### src/rtl/core/fer_pkg.sv
`timescale 1ns / 1ps
// ----------------------------------------------------------------------------
// fer_pkg
// Types, constants and fault tables shared by the fault event recorder.
// ----------------------------------------------------------------------------
package fer_pkg;

  localparam int COUNT_WIDTH = 16;
  localparam int NUM_FAULTS  = 14;
  localparam int NUM_GROUPS  = 10;
  localparam int FAULT_W     = 4;
  localparam int NEW_W       = 16;
  localparam int LIMIT_W     = 16;
  localparam int SUPPLY_W    = 12;
  localparam int WARN_W      = 12;
  localparam int CFG_IDX_W   = 2;
  localparam int CFG_DATA_W  = 16;
  localparam int GROUP_IDX_W = 4;

  localparam logic [LIMIT_W-1:0]  LIMIT_RESET     = 16'd65535;
  localparam logic [SUPPLY_W-1:0] THRESHOLD_RESET = 12'd1840;

  localparam logic [CFG_IDX_W-1:0] REG_RECORD_LIMIT     = 2'd0;
  localparam logic [CFG_IDX_W-1:0] REG_SUPPLY_THRESHOLD = 2'd1;

  typedef struct packed {
    logic [WARN_W-1:0]   warn_mask;
    logic                selftest_error;
    logic                link_error;
    logic [SUPPLY_W-1:0] supply_raw;
  } fer_in_t;

  typedef struct packed {
    logic [FAULT_W-1:0] fault_id;
    logic [NEW_W-1:0]   new_count;
    logic               last;
  } fer_out_t;

  // Latch that guards each fault.
  function automatic logic [GROUP_IDX_W-1:0] fault_group(logic [FAULT_W-1:0] f);
    logic [GROUP_IDX_W-1:0] g;
    case (f)
      4'd0:    g = 4'd0;
      4'd1:    g = 4'd1;
      4'd2:    g = 4'd2;
      4'd3:    g = 4'd3;
      4'd4:    g = 4'd3;
      4'd5:    g = 4'd4;
      4'd6:    g = 4'd4;
      4'd7:    g = 4'd5;
      4'd8:    g = 4'd5;
      4'd9:    g = 4'd6;
      4'd10:   g = 4'd9;
      4'd11:   g = 4'd9;
      4'd12:   g = 4'd7;
      4'd13:   g = 4'd8;
      default: g = 4'd0;
    endcase
    return g;
  endfunction

  // Fault handled at each position of the record order.
  function automatic logic [FAULT_W-1:0] order_fault(logic [FAULT_W-1:0] p);
    logic [FAULT_W-1:0] f;
    case (p)
      4'd10:   f = 4'd12;
      4'd11:   f = 4'd13;
      4'd12:   f = 4'd10;
      4'd13:   f = 4'd11;
      default: f = p;
    endcase
    return f;
  endfunction

endpackage

### src/rtl/core/fault_event_recorder.sv
`timescale 1ns / 1ps
// ----------------------------------------------------------------------------
// fault_event_recorder
// Counts fault occurrences per fault, gated by its group latch, and emits one record per increment.
// ----------------------------------------------------------------------------
// Records: each record waits in the hold register until its last flag is known,
//   and only then moves on to the output register.
// Throughput: ticks with no active fault under a clear latch are taken one per cycle
//   while the tick buffer is empty; otherwise one fault per cycle, plus any output stall.
// Reset: asynchronous, active low; latches clear, the counter entries read as
//   zero through per-entry valid bits, and the registers take their defaults.
// ----------------------------------------------------------------------------
module fault_event_recorder (
  input  logic                        clk_i,
  input  logic                        rst_ni,
  input  logic                        cfg_we_i,
  input  logic [fer_pkg::CFG_IDX_W-1:0]  cfg_idx_i,
  input  logic [fer_pkg::CFG_DATA_W-1:0] cfg_data_i,
  input  logic                        in_valid_i,
  output logic                        in_stall_o,
  input  fer_pkg::fer_in_t            in_req_i,
  output logic                        out_valid_o,
  input  logic                        out_stall_i,
  output fer_pkg::fer_out_t           out_req_o
);
  import fer_pkg::*;

  localparam int CMP_W = (COUNT_WIDTH > LIMIT_W) ? COUNT_WIDTH : LIMIT_W;

  // Configuration registers.
  logic [LIMIT_W-1:0]  limit_q;
  logic [SUPPLY_W-1:0] thresh_q;

  // Group latches and the one-deep tick buffer. The buffer holds the set of
  // faults that count on a tick, already in record order.
  logic [NUM_GROUPS-1:0] latch_q, latch_d;
  logic                  buf_valid_q, buf_valid_d;
  logic [NUM_FAULTS-1:0] buf_q, buf_d;

  // Candidates of the tick under work, in record order.
  logic [NUM_FAULTS-1:0] cand_q, cand_d;

  // Counter memory and its valid bits.
  logic [COUNT_WIDTH-1:0] cnt_mem [NUM_FAULTS];
  logic [NUM_FAULTS-1:0]  vld_q;
  logic [COUNT_WIDTH-1:0] rd_data_q;

  // Second stage: the read data of one fault arrives here.
  logic                   b_valid_q, b_valid_d;
  logic [FAULT_W-1:0]     b_fault_q;
  logic                   b_eot_q;
  logic                   b_ent_vld_q;
  logic                   fwd_q;
  logic [COUNT_WIDTH-1:0] fwd_data_q;

  // Hold register for the newest record, and the output register.
  logic               hold_valid_q, hold_valid_d;
  logic               hold_last_q, hold_last_d;
  logic [FAULT_W-1:0] hold_fault_q, hold_fault_d;
  logic [NEW_W-1:0]   hold_count_q, hold_count_d;
  logic               out_valid_q, out_valid_d;
  fer_out_t           out_q, out_d;

  // ---------------------------------------------------------------------------
  // Tick acceptance. The latch of a group after a tick simply follows whether
  // any member was active, and a fault counts when it is active while its
  // latch was clear before the tick. Ticks with a low supply change nothing.
  // ---------------------------------------------------------------------------
  logic                  in_take;
  logic                  supply_ok;
  logic [NUM_FAULTS-1:0] active;
  logic [NUM_FAULTS-1:0] countable;
  logic [NUM_FAULTS-1:0] countable_ord;
  logic [NUM_GROUPS-1:0] any_active;

  assign in_stall_o = buf_valid_q;
  assign in_take    = in_valid_i && !buf_valid_q;
  assign supply_ok  = (in_req_i.supply_raw >= thresh_q);
  assign active     = {in_req_i.link_error, in_req_i.selftest_error, in_req_i.warn_mask};

  always_comb begin
    any_active = '0;
    for (int f = 0; f < NUM_FAULTS; f++) begin
      if (active[f]) begin
        any_active[fault_group(FAULT_W'(f))] = 1'b1;
      end
      countable[f] = active[f] && !latch_q[fault_group(FAULT_W'(f))];
    end
    for (int p = 0; p < NUM_FAULTS; p++) begin
      countable_ord[p] = countable[order_fault(FAULT_W'(p))];
    end
  end

  // ---------------------------------------------------------------------------
  // Issue stage: pick the first remaining candidate and read its counter.
  // The candidate set reloads from the buffer once it runs empty.
  // ---------------------------------------------------------------------------
  logic                  a_go;
  logic                  b_take;
  logic [NUM_FAULTS-1:0] pick_oh;
  logic [FAULT_W-1:0]    pick_pos;
  logic [FAULT_W-1:0]    a_fault;
  logic                  a_eot;
  logic [NUM_FAULTS-1:0] cand_left;

  always_comb begin
    pick_oh  = cand_q & (~cand_q + NUM_FAULTS'(1));
    pick_pos = '0;
    for (int p = NUM_FAULTS - 1; p >= 0; p--) begin
      if (cand_q[p]) begin
        pick_pos = FAULT_W'(p);
      end
    end
  end

  assign a_fault   = order_fault(pick_pos);
  assign a_eot     = ((cand_q & ~pick_oh) == '0);
  assign a_go      = (cand_q != '0) && (!b_valid_q || b_take);
  assign cand_left = a_go ? (cand_q & ~pick_oh) : cand_q;

  always_comb begin
    latch_d     = latch_q;
    buf_valid_d = buf_valid_q;
    buf_d       = buf_q;
    cand_d      = cand_left;
    if (cand_left == '0 && buf_valid_q) begin
      cand_d      = buf_q;
      buf_valid_d = 1'b0;
    end
    if (in_take && supply_ok) begin
      latch_d = any_active;
      if (countable_ord != '0) begin
        buf_valid_d = 1'b1;
        buf_d       = countable_ord;
      end
    end
  end

  // ---------------------------------------------------------------------------
  // Modify stage: saturating increment and write-back. A write to the entry
  // being read in the same cycle is forwarded into the next stage.
  // ---------------------------------------------------------------------------
  logic [COUNT_WIDTH-1:0] cnt;
  logic [COUNT_WIDTH-1:0] cnt_inc;
  logic                   inc;
  logic                   mem_we;
  logic                   need_emit;
  logic                   emit;
  logic                   emit_last;
  logic                   out_free;

  assign cnt     = fwd_q ? fwd_data_q : (b_ent_vld_q ? rd_data_q : '0);
  assign cnt_inc = cnt + COUNT_WIDTH'(1);
  assign inc     = (CMP_W'(cnt) < CMP_W'(limit_q)) && (cnt != '1);

  assign out_free  = !out_valid_q || !out_stall_i;
  // The held record leaves when a newer record replaces it, when its tick
  // ends, or at once when it is already known to be the last of its tick.
  assign need_emit = hold_valid_q && (hold_last_q || (b_valid_q && (inc || b_eot_q)));
  assign emit      = need_emit && out_free;
  assign emit_last = hold_last_q || (b_valid_q && b_eot_q && !inc);
  assign b_take    = b_valid_q && (!need_emit || out_free);
  assign mem_we    = b_take && inc;

  always_comb begin
    b_valid_d = a_go ? 1'b1 : (b_take ? 1'b0 : b_valid_q);

    hold_valid_d = hold_valid_q;
    hold_last_d  = hold_last_q;
    hold_fault_d = hold_fault_q;
    hold_count_d = hold_count_q;
    if (emit) begin
      hold_valid_d = 1'b0;
    end
    if (mem_we) begin
      hold_valid_d = 1'b1;
      hold_last_d  = b_eot_q;
      hold_fault_d = b_fault_q;
      hold_count_d = NEW_W'(cnt_inc);
    end

    out_valid_d = out_valid_q;
    out_d       = out_q;
    if (emit) begin
      out_valid_d     = 1'b1;
      out_d.fault_id  = hold_fault_q;
      out_d.new_count = hold_count_q;
      out_d.last      = emit_last;
    end else if (!out_stall_i) begin
      out_valid_d = 1'b0;
    end
  end

  assign out_valid_o = out_valid_q;
  assign out_req_o   = out_q;

  // ---------------------------------------------------------------------------
  // Registers.
  // ---------------------------------------------------------------------------
  always_ff @(posedge clk_i or negedge rst_ni) begin
    if (!rst_ni) begin
      limit_q      <= LIMIT_RESET;
      thresh_q     <= THRESHOLD_RESET;
      latch_q      <= '0;
      buf_valid_q  <= 1'b0;
      cand_q       <= '0;
      vld_q        <= '0;
      b_valid_q    <= 1'b0;
      hold_valid_q <= 1'b0;
      hold_last_q  <= 1'b0;
      out_valid_q  <= 1'b0;
    end else begin
      if (cfg_we_i) begin
        case (cfg_idx_i)
          REG_RECORD_LIMIT:     limit_q  <= cfg_data_i[LIMIT_W-1:0];
          REG_SUPPLY_THRESHOLD: thresh_q <= cfg_data_i[SUPPLY_W-1:0];
          default: ;
        endcase
      end
      latch_q      <= latch_d;
      buf_valid_q  <= buf_valid_d;
      cand_q       <= cand_d;
      if (mem_we) begin
        vld_q[b_fault_q] <= 1'b1;
      end
      b_valid_q    <= b_valid_d;
      hold_valid_q <= hold_valid_d;
      hold_last_q  <= hold_last_d;
      out_valid_q  <= out_valid_d;
    end
  end

  always_ff @(posedge clk_i) begin
    buf_q        <= buf_d;
    hold_fault_q <= hold_fault_d;
    hold_count_q <= hold_count_d;
    out_q        <= out_d;
    if (a_go) begin
      b_fault_q   <= a_fault;
      b_eot_q     <= a_eot;
      b_ent_vld_q <= vld_q[a_fault];
      fwd_q       <= mem_we && (b_fault_q == a_fault);
      fwd_data_q  <= cnt_inc;
    end
  end

  // Counter memory: one write port from the modify stage, one registered read.
  always_ff @(posedge clk_i) begin
    if (mem_we) begin
      cnt_mem[b_fault_q] <= cnt_inc;
    end
    if (a_go) begin
      rd_data_q <= cnt_mem[a_fault];
    end
  end

  // ---------------------------------------------------------------------------
  // Assertions.
  // ---------------------------------------------------------------------------
  // A record is only produced by an increment, so its count is never zero.
  a_count_nonzero: assert property (@(posedge clk_i) disable iff (!rst_ni)
    out_valid_o |-> (out_req_o.new_count != '0))
    else $error("record with zero count");

  // Only the fourteen defined faults are ever reported.
  a_fault_range: assert property (@(posedge clk_i) disable iff (!rst_ni)
    out_valid_o |-> (out_req_o.fault_id < FAULT_W'(NUM_FAULTS)))
    else $error("record with undefined fault id");

  // A held record not yet marked last must still have its tick in progress.
  a_hold_tick_open: assert property (@(posedge clk_i) disable iff (!rst_ni)
    (hold_valid_q && !hold_last_q) |-> (b_valid_q || (cand_q != '0)))
    else $error("held record lost its end of tick");

  // The counter is written only from a live second stage.
  a_write_live: assert property (@(posedge clk_i) disable iff (!rst_ni)
    mem_we |-> (b_valid_q && $past(a_go || b_valid_q)))
    else $error("counter write without a pending read");

endmodule
### config.mk
export PLATFORM = sky130hd
export DESIGN_NAME = fault_event_recorder
export DESIGN_NICKNAME = d
export VERILOG_FILES = /design/src/rtl/core/fer_pkg.sv /design/src/rtl/core/fault_event_recorder.sv
export SDC_FILE = /design/constraint.sdc
export NUM_CORES = 1
export LEC_CHECK = 0
export ABC_CLOCK_PERIOD_IN_PS = 6600
export BUFFER_PORTS_ARGS = -buffer_cell sky130_fd_sc_hd__buf_4
export CAP_MARGIN = 15
export CORE_MARGIN = 8
export CORE_UTILIZATION = 55
export DETAILED_ROUTE_END_ITERATION = 7
export PLACE_DENSITY = 0.72
export SLEW_MARGIN = 15
export SYNTH_ARGS = -nofsm -noshare
export SYNTH_HDL_FRONTEND = slang
export SYNTH_SLANG_ARGS = --single-unit
### constraint.sdc
create_clock -name clk_i -period 6.6 [get_ports clk_i]
set_clock_uncertainty 0.05 [all_clocks]
set_input_delay 0 -clock clk_i [delete_from_list [all_inputs] [get_ports clk_i]]
set_output_delay 0 -clock clk_i [all_outputs]
set_load 0.01 [all_outputs]
* Yosys cells after proc, flatten, opt, wreduce, memory -nomap -nowiden
Memories as Yosys holds them, arrays and structs flattened. A register that Yosys moved wholly into a read port is not among the register bits.
Index checks and enable logic that the tools add are counted.
** Storage, ports and cells
- Register bits :: 149
- RAM bits :: 224
- Bits of input ports :: 49
- Output and inout bits :: 23
- Word-level logic and storage cells :: 247
- Memories kept :: 1
** Operators by class
- Add/sub/neg operators :: 2
- Order comparisons :: 33
- Equal/unequal tests :: 8
- Muxes and demuxes :: 90
- Bitwise logic cells :: 18
- Reductions and logical operators :: 74
** Memory list
- cnt_mem :: words 14, bits a word 16, read ports 1, clocked after Yosys merged registers in 1, write ports 1, line fault_event_recorder.sv:44 : logic [COUNT_WIDTH-1:0] cnt_mem [NUM_FAULTS];
** Operators by type and width (number)
- $mux W10 :: 14
- $or A10 B10 Y10 :: 13
- $mux W4 :: 28
- $lt A4 B5 Y1 const B :: 16
- $demux W1 S4 :: 15
- $ge A4 B1 Y1 const B :: 15
- $logic_and A1 B1 Y1 :: 42
- $mux W16 :: 2
- $and A14 B14 Y14 :: 2
- $logic_not A14 Y1 :: 2
- $mux W14 :: 2
- $not A14 Y14 :: 2
- $reduce_bool A14 Y1 :: 2
- $mux W1 :: 27
- $add A16 B1 Y16 const B :: 1
- $eq A4 B4 Y1 const B :: 4
- $logic_not A1 Y1 :: 16
- $lt A16 B16 Y1 :: 1
- $ne A16 B16 Y1 const B :: 1
- $pmux W4 S4 :: 1
- $add A14 B1 Y14 const B :: 1
- $or A14 B14 Y14 :: 1
- $ge A12 B12 Y1 :: 1
- $logic_or A1 B1 Y1 :: 6
- 7 further kinds :: 10

* Logic depth before layout (Yosys ltp)
Gate-level depths: netlist of the first run.
- Word-level depth :: 32
- Gate-level depth with buffers :: 15
- Mapped depth without buffers :: 13

* Worst setup path before layout of the first run
Ideal clock, no wire load.
- Kind :: reg2reg
- Start :: reg fwd_q
- End :: mem cnt_mem[1][0], enable pin
- Setup time :: 409 ps
- Arrival time :: 4487 ps
- Data required time :: 6141 ps
- Path slack :: 1653 ps
- Stages on the path, launching flop included :: 13
- Path buffers :: 2
- Period minus slack after synthesis :: 4947 ps
- Path through :: edfxtp_1 -> buf_2 -> clkbuf_1 -> o21ai_0 -> ha_1 -> a22o_1 -> o41ai_1 -> o311ai_2 -> nor3b_1 -> nand2_1 -> inv_1 -> nand3_1 -> nor3_1
** Between the ends
- Longest elaborated chain between the ends :: 13
- Elaborated cells on any way between the ends :: 14
- Those cells by class :: order compare: 1; eq/ne: 1; mux: 3; reduce/logical: 9
** Ends and longest elaborated chain
- start, declared :: line fault_event_recorder.sv:53 : logic fwd_q;
- start signal, assigned :: line fault_event_recorder.sv:242 : fwd_q <= mem_we && (b_fault_q == a_fault);
- $mux W16 * :: line fault_event_recorder.sv:152 : assign cnt = fwd_q ? fwd_data_q : (b_ent_vld_q ? rd_data_q : '0);
- $lt A16 B16 Y1 or $ne A16 B16 Y1 (tied branches) :: line fault_event_recorder.sv:154 : assign inc = (CMP_W'(cnt) < CMP_W'(limit_q)) && (cnt != '1);
- $logic_and A1 B1 Y1 * :: line fault_event_recorder.sv:154
- $logic_or A1 B1 Y1 :: line fault_event_recorder.sv:159 : assign need_emit = hold_valid_q && (hold_last_q || (b_valid_q && (inc || b_eot_q)));
- $logic_and A1 B1 Y1 :: line fault_event_recorder.sv:159
- $logic_or A1 B1 Y1 :: line fault_event_recorder.sv:159
- $logic_and A1 B1 Y1 :: line fault_event_recorder.sv:159
- $logic_not A1 Y1 :: line fault_event_recorder.sv:162 : assign b_take = b_valid_q && (!need_emit || out_free);
- $logic_or A1 B1 Y1 :: line fault_event_recorder.sv:162
- $logic_and A1 B1 Y1 :: line fault_event_recorder.sv:162
- $logic_and A1 B1 Y1 * :: line fault_event_recorder.sv:163 : assign mem_we = b_take && inc;
- $mux W1 * :: line fault_event_recorder.sv:249 : if (mem_we) begin
- $mux W1 (not written as such) * :: line fault_event_recorder.sv:250 : cnt_mem[b_fault_q] <= cnt_inc;
- end, declared :: line fault_event_recorder.sv:44
Mark *: on every way between the ends. The rest lies on a longest branch, timed or not.

* Worst setup path in the final report of the first run
- Start :: reg fwd_q
- End :: mem cnt_mem[5][1], enable pin
Same word-level chain as after synthesis.

==> flow_metrics.env, run 1 <==
export IMPL_die_x_um=190.2
export IMPL_synthCells=1360
export IMPL_ant_nets=0
export IMPL_synth_seq_cells=389
export IMPL_required_ns=6.78
export IMPL_synth_xor_area_share_pct=0.8396
export IMPL_start_util_pct=56.02
export IMPL_fmax_mhz=191.1
export IMPL_gp_congestion=0.8987
export IMPL_dpl_cell_area_um2=17780
export IMPL_cp_max_fo=34
export IMPL_hpwlAfterDp_um=25990
export IMPL_grt_ovfl_total=0
export IMPL_antenna_cells=0
export IMPL_post_cts_buffers=0
export IMPL_grt_pass1_vias=11070
export IMPL_worstSetupStartpointType="flop"
export IMPL_wl_per_cell_um=21.44
export IMPL_io_buffers=71
export IMPL_synth_edf_count=318
export IMPL_syn_nets=1437
export IMPL_cts_buffers=40
export IMPL_synthAdderAreaFrac_pct=2.219
export IMPL_synth_area_um2=16690
export IMPL_grtUsageTotal_pct=22.54
export IMPL_firstDrtPassIters=6
export IMPL_finalSetupViolCount=0
export IMPL_synth_compound_area_share_pct=9.063
export IMPL_hp_class="input port to flop"
export IMPL_drv_slew=0
export IMPL_drive_gt1_share_pct=16.20
export IMPL_synth_simple_area_share_pct=15.38
export IMPL_core_area_um2=29800
export IMPL_fp_row_count=63
export IMPL_synth_top_family_by_area="simple AND/OR/NAND/NOR gates"
export IMPL_tightest_slew_ns=1.296
export IMPL_avgSynthCellArea_um2=12.27
export IMPL_synth_warning_count=0
export IMPL_grt_pass1_wl_um=63060
export IMPL_cts_buffer_depth=3
export IMPL_crit_path_end_kind="flop"
export IMPL_muxShareOfSynthArea_pct=1.469
export IMPL_hold_violations=0
export IMPL_root_buffer="clkbuf_16"
export IMPL_finalCriticalPeriod_ns=5.234
export IMPL_fin_area_um2=19700
export IMPL_status="finished clean"
export IMPL_first_iter_violations=1303
export IMPL_tritoncts="done"
export IMPL_die_h_um=190.2
export IMPL_relSlewSlack_pct=13.18
export IMPL_area_delta_synth_final_pct=18.01
export IMPL_tns_ns=0
export IMPL_nets=1571
export IMPL_vias_per_cell=5.939
export IMPL_grt_start_max_net_pins=85
export IMPL_vias=11370
export IMPL_path_clk_slew_ns=0.06
export IMPL_clock_latency_ns=0.54
export IMPL_worst_ep_arrival_time_ns=5.41
export IMPL_synthTopCellsByArea="edfxtp_1 (57%), dfrtp_1 (7.5%), nand2_1 (6.6%)"
export IMPL_route_detailed_drc=0
export IMPL_wl_um=41060
export IMPL_fin_crit_sh_pct=79.30
export IMPL_io_pins=72
export IMPL_critPathKind="flop to flop"
export IMPL_antenna_found_initial=0
export IMPL_synth_main_ff_cell="edfxtp_1"
export IMPL_die_area_um2=36180
export IMPL_clkSinkCount=389
export IMPL_rsz0062_at_grt="no"
export IMPL_yosysTopAreaCell="edfxtp_1"
export IMPL_ys_seq_area_share_pct=68.01
export IMPL_maxCapViolCount=0
export IMPL_cts_max_level=2
export IMPL_synth_top_area_share_pct=57.21
export IMPL_synth_async_reset_ratio_pct=18.25
export IMPL_yosysUniqueCellTypes=74
## critical path, stage by stage, from the launching register on
cell	delay (ns)
edfxtp_1	0.95
nor2b_1	0.33
a22oi_1	0.44
inv_1	0.16
ha_1	0.33
nand2_1	0.10
nor2_1	0.04
o41ai_1	0.39
o311ai_2	0.28
nor3b_1	0.36
nand2_1	0.19
inv_1	0.11
buf_4	0.29
nand3_1	0.40
nor2_1	0.23
buf_4	0.27
## final cells by class
class / instances / area [um^2]
clock buffers: 57 / 1095
clock inverters: 16 / 138.9
fillers: 2169 / 10100
inverters: 52 / 196.4
multi-input cells: 846 / 5022
flip-flops and latches: 389 / 11350
well taps: 390 / 488.0
repair buffers: 165 / 1404
## synthesized netlist by cell type (4+ instances only)
| library cell | number |
|---|---|
| a31oi_1 | 20 |
| or4_1 | 4 |
| nor4_1 | 7 |
| xnor2_1 | 13 |
| nand4_1 | 4 |
| nor2_1 | 43 |
| o41ai_2 | 6 |
| buf_1 | 8 |
| dfstp_2 | 21 |
| a21o_1 | 7 |
| nor3_1 | 12 |
| o21ai_0 | 47 |
| o21bai_1 | 12 |
| o211ai_1 | 19 |
| a22o_1 | 5 |
| nor3b_1 | 4 |
| ha_1 | 28 |
| clkbuf_1 | 52 |
| nand2b_1 | 7 |
| o31ai_1 | 11 |
| mux2_2 | 20 |
| nand3_1 | 147 |
| a22oi_1 | 4 |
| nand3b_1 | 7 |
| buf_2 | 9 |
| dfrtp_1 | 50 |
| nor2b_1 | 17 |
| a21oi_1 | 35 |
| or3_1 | 5 |
| inv_1 | 49 |
| edfxtp_1 | 318 |
| o41ai_1 | 6 |
| a211oi_1 | 5 |
| or2_2 | 5 |
| nand2_1 | 293 |
## registers in the layout (all words and copies together), names as in the netlist
name and count:
b_ent_vld_q 1, b_eot_q 1, b_fault_q 4, b_valid_q 1, buf_q 14, cand_q 14
cnt_mem 224, fwd_data_q 16, fwd_q 1, hold_count_q 16, hold_fault_q 4, hold_last_q 1
hold_valid_q 1, in_stall_o 1, latch_q 10, limit_q 16, out_req_o 21, out_valid_o 1
rd_data_q 16, thresh_q 12, vld_q 14
## layout by cell type, fill, tap and decap left out, drive strengths merged, types with 15 or more instances in the layout
master and instances:
a21oi 35, a31oi 20, buf 99, clkbuf 57
clkinv 15, dfrtp 50, dfstp 21, dlygate4sd3 66
edfxtp 318, ha 28, inv 51, mux2 20
nand2 293, nand3 148, nor2 43, nor2b 17
o211ai 19, o21ai 48
## per-layer routing
metal | global-route usage, % | routed length (um) | part of all wire (%) | up-vias
li1 | - | - | - | 5226
met1 | 30.07 | 16310 | 40 | 5491
met2 | 36.44 | 19550 | 48 | 568
met3 | 5.273 | 3979 | 9.7 | 89
met4 | 6.921 | 1221 | 3.0 | 0
met5 | 0 | 0 | 0 | -
## logic make-up after synthesis
kind of cell	Yosys count
AOI/OAI and AO/OA	212
xor gates and xnor gates	16
adders and majority gates	30
buffers and inverters	125
DFF	389
muxes	22
and+or+nand+nor	566
## final timing paths
path	startpoint	to	slack, ns	depth (start not counted)
setup / recovery	fwd_q$_DFFE_PN_	cnt_mem[5][1]$_DFFE_PP_	1.37	15
hold / removal	in_valid_i	latch_q[4]$_DFFE_PN0P_	0.06	5
setup reg to reg	fwd_q$_DFFE_PN_	cnt_mem[5][1]$_DFFE_PP_	1.37	15
hold reg to reg	hold_fault_q[0]$_DFFE_PP_	out_req_o[17]$_DFFE_PP_	0.37	0
max in group asynchronous	rst_ni	thresh_q[7]$_DFFE_PN0P_	5.80	2
min in group asynchronous	rst_ni	latch_q[5]$_DFFE_PN0P_	0.09	2
## metrics by stage
step / utilization (%) / std cells / worst slack [ns] / hold slack, ns
after floorplan: - / 1360 / 1.653 / -0.3456
after global placement: 59.66 / 1776 / 1.540 / 0.1317
after detailed placement: 59.66 / 1776 / 1.337 / 0.1313
after CTS: 66.02 / 1915 / 1.326 / 0.03989
after global routing: 66.10 / 1915 / 0.9430 / 0.07465
final: 66.10 / 1915 / 1.366 / 0.06221
## what timing repair did
| item | in CTS | in global routing |
|---|---|---|
| resized for setup | 0 | 0 |
| hold endpoints to repair | 106 | 0 |
| hold buffers | 66 | 0 |
| setup endpoints to repair | 0 | 0 |
Power of run 1 is left out: the tool's default activity adds up to more than one toggle a clock period on the data nets, which glitch-free logic cannot reach.
==> run 2: changes to the inputs <==
- ABC_CLOCK_PERIOD_IN_PS: 6600 -> 4400
- PLACE_DENSITY: 0.72 -> 0.75
- clock period: 6.6 -> 4.4 ns (I/O delays scaled with it)
==> flow_metrics.env, run 2 (synthesis results as in run 1) <==
export IMPL_vias=11450
export IMPL_first_iter_violations=1372
export IMPL_route_detailed_drc=0
export IMPL_io_buffers=71
export IMPL_hpwlAfterDp_um=25880
export IMPL_worst_ep_arrival_time_ns=4.53
export IMPL_worstSetupStartpointType="flop"
export IMPL_wl_um=41520
export IMPL_top_layer="met4"
export IMPL_drv_slew=0
export IMPL_critPathKind="flop to flop"
export IMPL_hold_slack_ns=0.07391
export IMPL_clkSinkCount=389
export IMPL_final_common_cell="edfxtp_1"
export IMPL_antenna_found_initial=0
export IMPL_relSlewSlack_pct=19.24
export IMPL_nets=1592
export IMPL_die_h_um=190.2
export IMPL_io_pins=72
export IMPL_fmax_mhz=239.8
export IMPL_root_buffer="clkbuf_16"
export IMPL_layoutNonFillerInstCount=1935
export IMPL_maxCapViolCount=0
export IMPL_path_clk_slew_ns=0.06
export IMPL_grt_start_max_net_pins=117
export IMPL_wl_met3_um=3745
export IMPL_die_area_um2=36180
export IMPL_vias_per_cell=5.916
export IMPL_dp_cells=1798
export IMPL_cts_buffers=38
export IMPL_required_ns=4.75
export IMPL_drive_gt1_share_pct=16.89
export IMPL_core_area_um2=29800
export IMPL_status="finished clean"
export IMPL_tightest_slew_ns=1.205
export IMPL_finalCriticalPeriod_ns=4.171
export IMPL_start_util_pct=56.02
export IMPL_hp_class="input port to flop"
export IMPL_gp_congestion=0.9322
export IMPL_wl_per_cell_um=21.45
export IMPL_area_delta_synth_final_pct=18.34
export IMPL_finalSetupViolCount=0
export IMPL_setup_slack_ns=0.2293
export IMPL_fin_crit_sh_pct=94.79
export IMPL_hold_violations=0
export IMPL_antenna_cells=0
export IMPL_grtUsageTotal_pct=22.69
export IMPL_layout_common_cells="edfxtp_1 (318), nand2_1 (293), nand3_1 (147)"
export IMPL_fp_row_count=63
export IMPL_met1_length_um=16580
export IMPL_cts_max_level=2
export IMPL_pre_cts_ws_ns=0.1430
export IMPL_largest_register_ffs=224
export IMPL_regMostFlops="cnt_mem"
export IMPL_clock_latency_ns=0.53
export IMPL_grt_ovfl_total=0
export IMPL_grt_pass1_vias=11320
export IMPL_grt_pass1_wl_um=63840
export IMPL_firstDrtPassIters=5
export IMPL_crit_path_end_kind="flop"
export IMPL_ant_nets=0
export IMPL_cts_buffer_depth=3
export IMPL_routed_wl_met2_um=19950
export IMPL_cp_max_fo=15
export IMPL_die_x_um=190.2
export IMPL_tritoncts="done"
-- run 2: changes by cell type in the layout (fill, tap and decap cells not counted), moves of 5 or more --
cell           delta
buf_4            +26
xnor2_2           -9
clkinv_1          +8
dlygate4sd3_1     -5
clkbuf_1          -7
xnor2_1          +10
-- run 2: per-stage QoR --
stage	area [um^2]	setup TNS [ns]	util, %
after global routing	19750	-0.07649	66.29
after CTS	19700	0	66.12
after floorplan	16720	-10.53	-
after detailed placement	17880	0	60.02
after global placement	17880	0	60.02
final	19750	0	66.29
-- run 2: routing by layer --
metal	track usage, %	vias up
met2	37.29	574
li1	-	5271
met5	0	-
met4	7.041	0
met1	30.75	5505
met3	3.662	97
-- run 2: path summary, 6_finish.rpt --
path	startpoint	end	slack, ns	cells after the start
min in group asynchronous	rst_ni	latch_q[3]$_DFFE_PN0P_	0.10	2
worst max-delay path	fwd_q$_DFFE_PN_	in_stall_o$_DFF_PN0_	0.23	14
worst max register to register	fwd_q$_DFFE_PN_	in_stall_o$_DFF_PN0_	0.23	14
worst min-delay path	in_valid_i	latch_q[9]$_DFFE_PN0P_	0.07	5
max in group asynchronous	rst_ni	thresh_q[1]$_DFFE_PN0P_	3.61	2
worst min register to register	hold_count_q[14]$_DFFE_PP_	out_req_o[15]$_DFFE_PP_	0.37	0
-- run 2: critical path, cell delays in order, from the launching register on --
cell and delay (ns):
edfxtp_1 0.54, buf_4 0.20, a22oi_1 0.29, inv_1 0.15
ha_1 0.32, nand2_1 0.08, or3_1 0.39, o311ai_2 0.41
buf_4 0.20, a21boi_1 0.07, buf_4 0.18, o41ai_1 0.43
nand3_2 0.11, buf_4 0.21, a2111o_1 0.41
-- run 2: area by class of cell --
| cell class | count | area, um^2 |
|---|---|---|
| fillers | 2079 | 10040 |
| inverters | 52 | 196.4 |
| clock buffers | 49 | 1037 |
| well taps | 390 | 488.0 |
| flip-flops and latches | 389 | 11350 |
| multi-input cells | 846 | 4921 |
| clock inverters | 21 | 168.9 |
| repair buffers | 188 | 1589 |
-- run 2: timing repair --
item / 4_1_cts / 5_1_grt
hold endpoints to repair: 123 / 0
resized for setup: 0 / 2
setup endpoints to repair: 0 / 42
setup buffers: 0 / 6
hold buffers: 61 / 0
Power of run 2 is left out for the same reason.
